**config.mk**
```make
export PLATFORM = sky130hd
export DESIGN_NAME = crc16_frame_encoder_top
export DESIGN_NICKNAME = d
export VERILOG_FILES = /design/src/sv/crc16fe_pkg.sv /design/src/sv/crc16_frame_encoder_top.sv
export SDC_FILE = /design/constraint.sdc
export NUM_CORES = 1
export LEC_CHECK = 0
export ABC_AREA = 1
export BUFFER_PORTS_ARGS = -buffer_cell sky130_fd_sc_hd__buf_4
export CELL_PAD_IN_SITES_DETAIL_PLACEMENT = 0
export CELL_PAD_IN_SITES_GLOBAL_PLACEMENT = 1
export CORE_MARGIN = 8
export CORE_UTILIZATION = 44
export CTS_CLUSTER_SIZE = 14
export DETAILED_ROUTE_END_ITERATION = 16
export GPL_ROUTABILITY_DRIVEN = 0
export MAX_ROUTING_LAYER = met4
export PLACE_DENSITY_LB_ADDON = 0.1
export SKIP_LAST_GASP = 1
export SLEW_MARGIN = 15
export SYNTH_ARGS = -nofsm -noshare
export SYNTH_HDL_FRONTEND = slang
export SYNTH_SLANG_ARGS = --single-unit
```
**constraint.sdc**
```tcl
create_clock -name clk_i -period 4.75 [get_ports clk_i]
set_input_delay 0.475 -clock clk_i [delete_from_list [all_inputs] [get_ports clk_i]]
set_output_delay 0.475 -clock clk_i [all_outputs]
set_load 0.02 [all_outputs]
```
**src/sv/crc16fe_pkg.sv**
```systemverilog
// ----------------------------------------------------------------------------
// CRC-16 frame encoder package
// Shared types, codes and the CRC-16/XMODEM byte update for the frame encoder.
// ----------------------------------------------------------------------------
package crc16fe_pkg;

  localparam int unsigned MaxFrameBytes = 1024;
  localparam int unsigned LenLimit      = MaxFrameBytes - 8;
  localparam int unsigned HeaderBytes   = 6;

  localparam logic [7:0]  SofByte      = 8'hA3;
  localparam logic [7:0]  SourceIdRst  = 8'h27;
  localparam logic [15:0] CrcPoly      = 16'h1021;
  localparam logic [15:0] CrcInit      = 16'h0000;

  typedef enum logic {
    OpStart   = 1'b0,
    OpPayload = 1'b1
  } op_e;

  typedef enum logic [1:0] {
    StOk          = 2'd0,
    StLenTooLarge = 2'd1,
    StNoFrame     = 2'd2,
    StStartOpen   = 2'd3
  } status_e;

  typedef enum logic [1:0] {
    KindError,
    KindHeader,
    KindData
  } kind_e;

  typedef struct packed {
    op_e        operation;
    logic [7:0] dest_id;
    logic [7:0] command;
    logic [9:0] payload_length;
    logic [7:0] payload_byte;
  } in_t;

  typedef struct packed {
    logic [7:0] out_byte;
    logic       end_of_frame;
    logic       end_of_run;
    status_e    status;
  } out_t;

  function automatic logic [15:0] crc_byte(input logic [15:0] crc_in, input logic [7:0] b);
    logic [15:0] c;
    c = crc_in ^ {b, 8'h00};
    for (int k = 0; k < 8; k++) begin
      if (c[15]) begin
        c = {c[14:0], 1'b0} ^ CrcPoly;
      end else begin
        c = {c[14:0], 1'b0};
      end
    end
    return c;
  endfunction

endpackage

```
**src/sv/crc16_frame_encoder_top.sv**
```systemverilog
// ----------------------------------------------------------------------------
// CRC-16 frame encoder
// Turns start and payload transactions into a byte stream framed with a
// six-byte header and a CRC-16/XMODEM trailer.
// ----------------------------------------------------------------------------
// Usage:
// The input channel takes one transaction per item: a start item opens a frame
// and a payload item carries one data byte. The output channel returns one
// byte of the frame per transaction, with end_of_frame on the CRC low byte,
// end_of_run on the last byte caused by an input item, and a status code on
// rejected items. An accepted item is held in an item register, and its
// results are produced one per cycle into an output register while the
// receiver does not stall, so the first result passes the item register and
// then the output register before it is shown. A payload item or a rejected
// item gives one result, a payload item that ends a frame three results, a
// start item six results and a start item with an empty payload eight.
// The next item is accepted in the cycle the current item's last result is
// produced. When the receiver stalls, the output register holds its byte and
// the input stalls as soon as the item register is occupied. Reset empties
// both registers, closes any open frame, clears the CRC and sets source_id
// to 0x27. The source id is written through cfg_we_i and cfg_wdata_i.
// ----------------------------------------------------------------------------
module crc16_frame_encoder_top (
  input  logic               clk_i,
  input  logic               rst_ni,
  input  logic               cfg_we_i,
  input  logic [7:0]         cfg_wdata_i,
  input  logic               in_valid_i,
  output logic               in_stall_o,
  input  crc16fe_pkg::in_t   in_data_i,
  output logic               out_valid_o,
  input  logic               out_stall_i,
  output crc16fe_pkg::out_t  out_data_o
);

  localparam logic [16:0] LenLimitW = 17'(crc16fe_pkg::LenLimit);
  localparam logic [15:0] HdrLenW   = 16'(crc16fe_pkg::HeaderBytes);

  logic [7:0]          source_id_q;
  logic [15:0]         crc_q, crc_d;
  logic [9:0]          rem_q, rem_d;
  logic                open_q, open_d;
  logic                busy_q;
  logic [2:0]          step_q;
  crc16fe_pkg::in_t    item_q;
  logic                out_valid_q;
  crc16fe_pkg::out_t   out_q, out_d;

  logic                out_free;
  logic                emit;
  logic                last;
  logic                in_accept;
  crc16fe_pkg::kind_e  kind;
  crc16fe_pkg::status_e err_status;
  logic [15:0]         total_len;
  logic [7:0]          hdr_byte;
  logic [9:0]          rem_dec;

  assign out_free   = !out_valid_q || !out_stall_i;
  assign emit       = busy_q && out_free;
  assign in_stall_o = busy_q && !(emit && last);
  assign in_accept  = in_valid_i && !in_stall_o;
  assign total_len  = {6'b0, item_q.payload_length} + HdrLenW;
  assign rem_dec    = (rem_q != '0) ? rem_q - 10'd1 : rem_q;

  always_comb begin
    kind       = crc16fe_pkg::KindError;
    err_status = crc16fe_pkg::StOk;
    if (item_q.operation == crc16fe_pkg::OpStart) begin
      if (open_q) begin
        err_status = crc16fe_pkg::StStartOpen;
      end else if ({7'b0, item_q.payload_length} > LenLimitW) begin
        err_status = crc16fe_pkg::StLenTooLarge;
      end else begin
        kind = crc16fe_pkg::KindHeader;
      end
    end else begin
      if (open_q) begin
        kind = crc16fe_pkg::KindData;
      end else begin
        err_status = crc16fe_pkg::StNoFrame;
      end
    end
  end

  always_comb begin
    case (step_q)
      3'd0:    hdr_byte = crc16fe_pkg::SofByte;
      3'd1:    hdr_byte = source_id_q;
      3'd2:    hdr_byte = item_q.dest_id;
      3'd3:    hdr_byte = item_q.command;
      3'd4:    hdr_byte = total_len[15:8];
      3'd5:    hdr_byte = total_len[7:0];
      default: hdr_byte = '0;
    endcase
  end

  always_comb begin
    out_d  = '0;
    last   = 1'b0;
    crc_d  = crc_q;
    rem_d  = rem_q;
    open_d = open_q;
    if (emit) begin
      case (kind)
        crc16fe_pkg::KindHeader: begin
          if (step_q < 3'd6) begin
            out_d.out_byte = hdr_byte;
            crc_d = crc16fe_pkg::crc_byte((step_q == 3'd0) ? crc16fe_pkg::CrcInit : crc_q,
                                          hdr_byte);
            if (step_q == 3'd5 && item_q.payload_length != '0) begin
              open_d           = 1'b1;
              rem_d            = item_q.payload_length;
              out_d.end_of_run = 1'b1;
              last             = 1'b1;
            end
          end else if (step_q == 3'd6) begin
            out_d.out_byte = crc_q[15:8];
          end else begin
            out_d.out_byte     = crc_q[7:0];
            out_d.end_of_frame = 1'b1;
            out_d.end_of_run   = 1'b1;
            last               = 1'b1;
            crc_d              = crc16fe_pkg::CrcInit;
            rem_d              = '0;
            open_d             = 1'b0;
          end
        end
        crc16fe_pkg::KindData: begin
          if (step_q == 3'd0) begin
            out_d.out_byte = item_q.payload_byte;
            crc_d          = crc16fe_pkg::crc_byte(crc_q, item_q.payload_byte);
            rem_d          = rem_dec;
            if (rem_dec != '0) begin
              out_d.end_of_run = 1'b1;
              last             = 1'b1;
            end
          end else if (step_q == 3'd1) begin
            out_d.out_byte = crc_q[15:8];
          end else begin
            out_d.out_byte     = crc_q[7:0];
            out_d.end_of_frame = 1'b1;
            out_d.end_of_run   = 1'b1;
            last               = 1'b1;
            crc_d              = crc16fe_pkg::CrcInit;
            rem_d              = '0;
            open_d             = 1'b0;
          end
        end
        default: begin
          out_d.status     = err_status;
          out_d.end_of_run = 1'b1;
          last             = 1'b1;
        end
      endcase
    end
  end

  always_ff @(posedge clk_i or negedge rst_ni) begin
    if (!rst_ni) begin
      source_id_q <= crc16fe_pkg::SourceIdRst;
      crc_q       <= crc16fe_pkg::CrcInit;
      rem_q       <= '0;
      open_q      <= 1'b0;
      busy_q      <= 1'b0;
      step_q      <= '0;
      out_valid_q <= 1'b0;
    end else begin
      if (cfg_we_i) begin
        source_id_q <= cfg_wdata_i;
      end
      crc_q  <= crc_d;
      rem_q  <= rem_d;
      open_q <= open_d;
      if (in_accept) begin
        busy_q <= 1'b1;
        step_q <= '0;
      end else if (emit && last) begin
        busy_q <= 1'b0;
      end else if (emit) begin
        step_q <= step_q + 3'd1;
      end
      if (emit) begin
        out_valid_q <= 1'b1;
      end else if (!out_stall_i) begin
        out_valid_q <= 1'b0;
      end
    end
  end

  always_ff @(posedge clk_i) begin
    if (in_accept) begin
      item_q <= in_data_i;
    end
    if (emit) begin
      out_q <= out_d;
    end
  end

  assign out_valid_o = out_valid_q;
  assign out_data_o  = out_q;

  a_closed_frame_no_count: assert property (@(posedge clk_i) disable iff (!rst_ni)
    !open_q |-> rem_q == '0)
    else $error("bytes remain counted while no frame is open");

  a_eof_clears_state: assert property (@(posedge clk_i) disable iff (!rst_ni)
    (emit && out_d.end_of_frame) |=> (!open_q && crc_q == crc16fe_pkg::CrcInit))
    else $error("frame state not cleared after the trailer");

  a_accept_starts_item: assert property (@(posedge clk_i) disable iff (!rst_ni)
    in_accept |=> (busy_q && step_q == '0))
    else $error("accepted transaction did not start at its first result");

  a_error_single_result: assert property (@(posedge clk_i) disable iff (!rst_ni)
    (emit && out_d.status != crc16fe_pkg::StOk) |-> (last && out_d.end_of_run))
    else $error("rejected item produced more than one result");

endmodule

```
-- Word level (Yosys, flattened, before mapping)
Cells that the tools add are included.
- logic and storage cells: 189
- input port bits: 48
- flip-flop bits (word level): 87
- output and inout port bits: 14
- bitwise gates (word level): 18
- $add $sub $neg: 3
- order comparisons: 2
- reductions and logical operators: 22
- multiplexer cells: 113
- equality and inequality tests: 15
- operators with widths (cell ; number):
    $mux 16 ; 47
    $mux 13 ; 16
    $mux 10 ; 6
    $not 3->3 ; 16
    $pmux 8 s6 ; 1
    $mux 8 ; 4
    $pmux 16 s2 ; 1
    $xor 16x16->16 ; 2
    $reduce_bool 10->1 ; 3
    $mux 1 ; 23
    $pmux 10 s2 ; 1
    $pmux 9 s2 ; 1
    $mux 2 ; 7
    $add 10x3->11 const B ; 1
    $gt 10x10->1 const B ; 1
    $sub 10x1->10 const B ; 1
    $eq 3x3->1 const B ; 3
    $mux 3 ; 3
    $ne 3x3->1 const B ; 3
    $eq 3x2->1 const B ; 2
    $ne 2x2->1 const B ; 3
    $pmux 1 s2 ; 3
    $reduce_and 6->1 ; 1
    $reduce_bool 2->1 ; 3
    other kinds (14) ; 21

-- Logic depth before layout (Yosys ltp)
- depth after elaboration: 42
- gate-level depth with buffers: 17
- gate-level depth less buffers: 17

-- Least setup slack after synthesis
No wires, ideal clock.
- path kind: input to register
- start point: input out_stall_i
- end point: register item_q[0] (netlist bit), enable pin
- buffers on the path: 0
- stages: 3
- data arrival time: 3289 ps
- library setup time: 441 ps
- data required time: 4309 ps
- setup slack: 1020 ps
- cells stage by stage: a21oi_1 -> nand2_1 -> a21oi_1
- cells in the longest elaborated chain, start to end: 9
- ends and longest elaborated chain (item ; RTL line ; source):
    from (decl) ; crc16_frame_encoder_top.sv:32 ; input logic out_stall_i,
    $logic_not 1->1 * ; n/a ;
    $logic_or 1x1->1 * ; crc16_frame_encoder_top.sv:59 ; assign out_free = !out_valid_q || !out_stall_i;
    $logic_and 1x1->1 * ; crc16_frame_encoder_top.sv:60 ; assign emit = busy_q && out_free;
    $mux 1 ; crc16_frame_encoder_top.sv:104 ; if (emit) begin
    $logic_and 1x1->1 * ; crc16_frame_encoder_top.sv:61 ; assign in_stall_o = busy_q && !(emit && last);
    $logic_not 1->1 * ; crc16_frame_encoder_top.sv:61 ;
    $logic_and 1x1->1 * ; crc16_frame_encoder_top.sv:61 ;
    $logic_not 1->1 * ; crc16_frame_encoder_top.sv:62 ; assign in_accept = in_valid_i && !in_stall_o;
    $logic_and 1x1->1 * ; crc16_frame_encoder_top.sv:62 ;
    named net in_accept ; crc16_frame_encoder_top.sv:52 ; logic in_accept;
    to (signal assigned) ; crc16_frame_encoder_top.sv:193 ; item_q <= in_data_i;
    to (decl) ; crc16_frame_encoder_top.sv:45 ; crc16fe_pkg::in_t item_q;
The timed path passes the listed nets; every way through them passes the cells marked *.
A chain may end at the register's enable or synchronous reset.

-- Worst setup path after layout
- start point: register rem_q[0]
- end point: output in_stall_o
- cells in the longest elaborated chain, start to end: 10
- elaborated cells on any way between the ends: 11
- those cells by class: 1 x add/sub; 5 x mux; 5 x reduce/logical
- ends and longest elaborated chain (item ; RTL line ; source):
    from (decl) ; crc16_frame_encoder_top.sv:41 ; logic [9:0] rem_q, rem_d;
    from (signal assigned) ; crc16_frame_encoder_top.sv:173 ; rem_q <= rem_d;
    $sub 10x1->10 or $reduce_bool 10->1 (tied branches) ; crc16_frame_encoder_top.sv:64 ; assign rem_dec = (rem_q != '0) ? rem_q - 10'd1 : rem_q;
    $mux 10 * ; crc16_frame_encoder_top.sv:64 ;
    $reduce_bool 10->1 * ; crc16_frame_encoder_top.sv:134 ; if (rem_dec != '0) begin
    $mux 1 * ; crc16_frame_encoder_top.sv:134 ;
    $mux 1 * ; crc16_frame_encoder_top.sv:130 ; if (step_q == 3'd0) begin
    $pmux 1 s2 * ; crc16_frame_encoder_top.sv:105 ; case (kind)
    $mux 1 * ; crc16_frame_encoder_top.sv:104 ;
    $logic_and 1x1->1 * ; crc16_frame_encoder_top.sv:61 ;
    $logic_not 1->1 * ; crc16_frame_encoder_top.sv:61 ;
    $logic_and 1x1->1 * ; crc16_frame_encoder_top.sv:61 ;
    to (decl) ; crc16_frame_encoder_top.sv:29 ; output logic in_stall_o,
Every way passes the cells marked *; elsewhere a longest branch is shown, timed or not.

==> reports/metrics.yaml <==
worst_setup_path:
  path_max_fanout: 8
  cp.arrival_ps: 2700
  r2r-end: "item_q[17]$_DFFE_PP_"
  cp-start-kind: "flop"
  r2r_setup_slack_ps: 1870
  worstPathRequired_ps: 4280
  critPathCaptureType: "primary output"
  crit_start: "rem_q[0]$_DFFE_PN0P_"
  r2r-start: "rem_q[0]$_DFFE_PN0P_"
  crit_type: "flop to primary output"
  rr_worst_depth: 13
logic_synthesis:
  yosysSeqAreaShare: 0.450
  syn_inst: 700
  postSynthAreaPerCell_um2: 7.68
  synth_edf_count: 47
  ys_warn_count: 0
  ys_types: 38
  synth_top_area_share: 0.263
  synth_area_leaders: "edfxtp_1 (26%), dfrtp_1 (17%), nand2_1 (13%)"
  syn_nets: 757
  synth_top_area_cell: "edfxtp_1"
  synth_seq_cells: 87
  synthFlopType: "edfxtp_1"
  syn_area_um2: 5380
  async_flop_share: 0.460
global_routing:
  grt.total_usage: 0.201
  gr-total-overflow: 0
  antenna_found_initial: 0
  grt_max_degree: 41
  grt_pass1_wl_um: 24700
  first_global_vias: 4710
sta:
  max_slew_margin: 0.478
  worst_slew_pin_slew_ps: 781
  period_minus_slack_ps: 3170
  setup_tns_ps: 0
  max_freq_ghz: 0.315
  period_share: 0.668
  slew_viol_final: 0
  finalHoldViolations: 0
  skew_ps: 11.0
  rsz0062_at_grt: "false"
  final.setup.worst_slack_ps: 1580
  setup_viol: 0
power_and_ir_drop:
  vdd_ir_drop_max_v: 0.000328
  power.density_nw_per_um2: 727
  power.leakage_uw: 0.00296
placed_design:
  dp_slack_ps: 1540
  dp_hpwl_um: 11300
  port_buffers: 61
  place_area_um2: 5970
drt:
  drt_first_pass_iters: 5
  viasPerCell: 5.34
  drtAntennaViolNets: 0
  drc: 0
  drt_iter0_drc: 371
  drt_wl_total_um: 15200
  wire_per_inst_um: 16.7
  vias: 4879
final_layout:
  area_growth_pct: 17.0
  layout-drive-gt1-share: 0.162
  antennaDiodeCount: 0
  nets: 818
  design_area_um2: 6290
  utilization: 0.526
clock_tree:
  clock_sinks: 87
  h-tree-depth: 3
  cts_hold_buf: 0
  post_cts_resized: 0
  clk_path_buf_depth: 2
  clkTransAtPathRegs_ps: 70
  worstSkewPairLatency_ps: 360
  cts_buffers: 9
  post_cts_buffers: 0
  cts_tree: "yes"
  cts_root_buffer: "clkbuf_16"
floorplan:
  boundaryPins: 62
  num_rows: 40
  initial_utilization: 0.449
  die_y_um: 127
  dieWidth_um: 127
  core_um2: 12000
  die-area_um2: 16000
run:
  cap_violations: 0
outcome:
  status: "finished, final reports clean"
min_path:
  hold_path.class: "input port to async pin"
-- flip-flops by register name, summed over array words and instances (netlist names) --
register and count:
busy_q 1, crc_q 16, item_q 35, open_q 1, out_data_o 12, out_valid_o 1
rem_q 10, source_id_q 8, step_q 3
-- cells by family (layout without fill, tap and decap cells) --
kind of cell / Yosys count / in the layout / share of synthesized area
AOI/OAI and AO/OA: 123 / 123 / 0.135
buffers and inverters: 110 / 176 / 0.0826
muxes: 2 / 2 / 0.00419
and+or+nand+nor: 354 / 354 / 0.283
DFF: 87 / 87 / 0.450
adders and majority gates: 9 / 9 / 0.0210
xor gates and xnor gates: 15 / 15 / 0.0244
-- Yosys cell counts (4+ instances only) --
cell type,number
o221ai_1,7
dfstp_2,4
dfrtp_1,36
ha_1,9
nand4_1,6
o22ai_1,17
nand2_1,190
edfxtp_1,47
inv_2,10
o21ai_0,45
clkbuf_1,9
o21ai_1,10
nand3_1,63
xnor2_1,12
nand2_2,6
a22oi_1,10
nor2_1,69
inv_1,82
nor2_2,7
a21oi_1,20
a21boi_1,7
-- worst max-delay path, cell delays in order (launching register included) --
cell and delay (ps):
dfrtp_1 400, inv_1 220, ha_1 280, nand2_1 110
inv_1 80, nor2_1 40, o21ai_0 230, nand2_1 90
nor2_1 110, nand3_1 170, nand2_2 160, nand2_2 70
nand2_1 110, nand2_1 100, inv_1 60, buf_4 130
-- where the power goes --
group          total, uW  internal [uW]  switching [uW]
registers           1240           1070             168
logic               2630            879            1750
clock network        702            367             335
-- routing by layer --
metal  global-route usage  up-vias  share of wire
met4               0.0920        0          0.023
met1                0.273     2273           0.49
li1                     -     2451              -
met3               0.0297       19          0.046
met2                0.292      136           0.44
met5                    -        -              0
-- through the flow --
stage | hold slack, ps | std cells | total power [uW]
2_1_floorplan | 179 | 700 | 3160
3_3_place_gp | 478 | 896 | 3810
3_5_place_dp | 489 | 896 | 3840
4_1_cts | 154 | 912 | 4570
5_1_grt | 179 | 913 | 5000
6_report | 134 | 913 | 4570
-- placed cells by master (no fill, tap or decap), types with 6 or more instances in the layout --
cell type	n
a21boi_1	7
a21oi_1	18
a22oi_1	10
buf_4	65
clkbuf_16	9
dfrtp_1	36
edfxtp_1	47
ha_1	9
inv_1	82
inv_2	10
nand2_1	190
nand2_2	6
nand3_1	63
nand4_1	6
nor2_1	69
nor2_2	7
o21ai_0	45
o21ai_1	10
o221ai_1	7
o22ai_1	17
xnor2_1	12
-- worst max-delay path by stage --
stage,to
after floorplan,item_q[0]$_DFFE_PP_
after global placement,item_q[12]$_DFFE_PP_
after detailed placement,item_q[13]$_DFFE_PP_
after CTS,item_q[18]$_DFFE_PP_
after global routing,in_stall_o
final,in_stall_o
-- final cells by class --
type | count | area, um2
fillers | 1167 | 5670
multi-input cells | 503 | 2530
flip-flops and latches | 87 | 2420
repair buffers | 66 | 515
inverters | 94 | 355
clock buffers | 9 | 225
well taps | 147 | 184
clock inverters | 7 | 65.1
(Power assumes the default switching activity.)
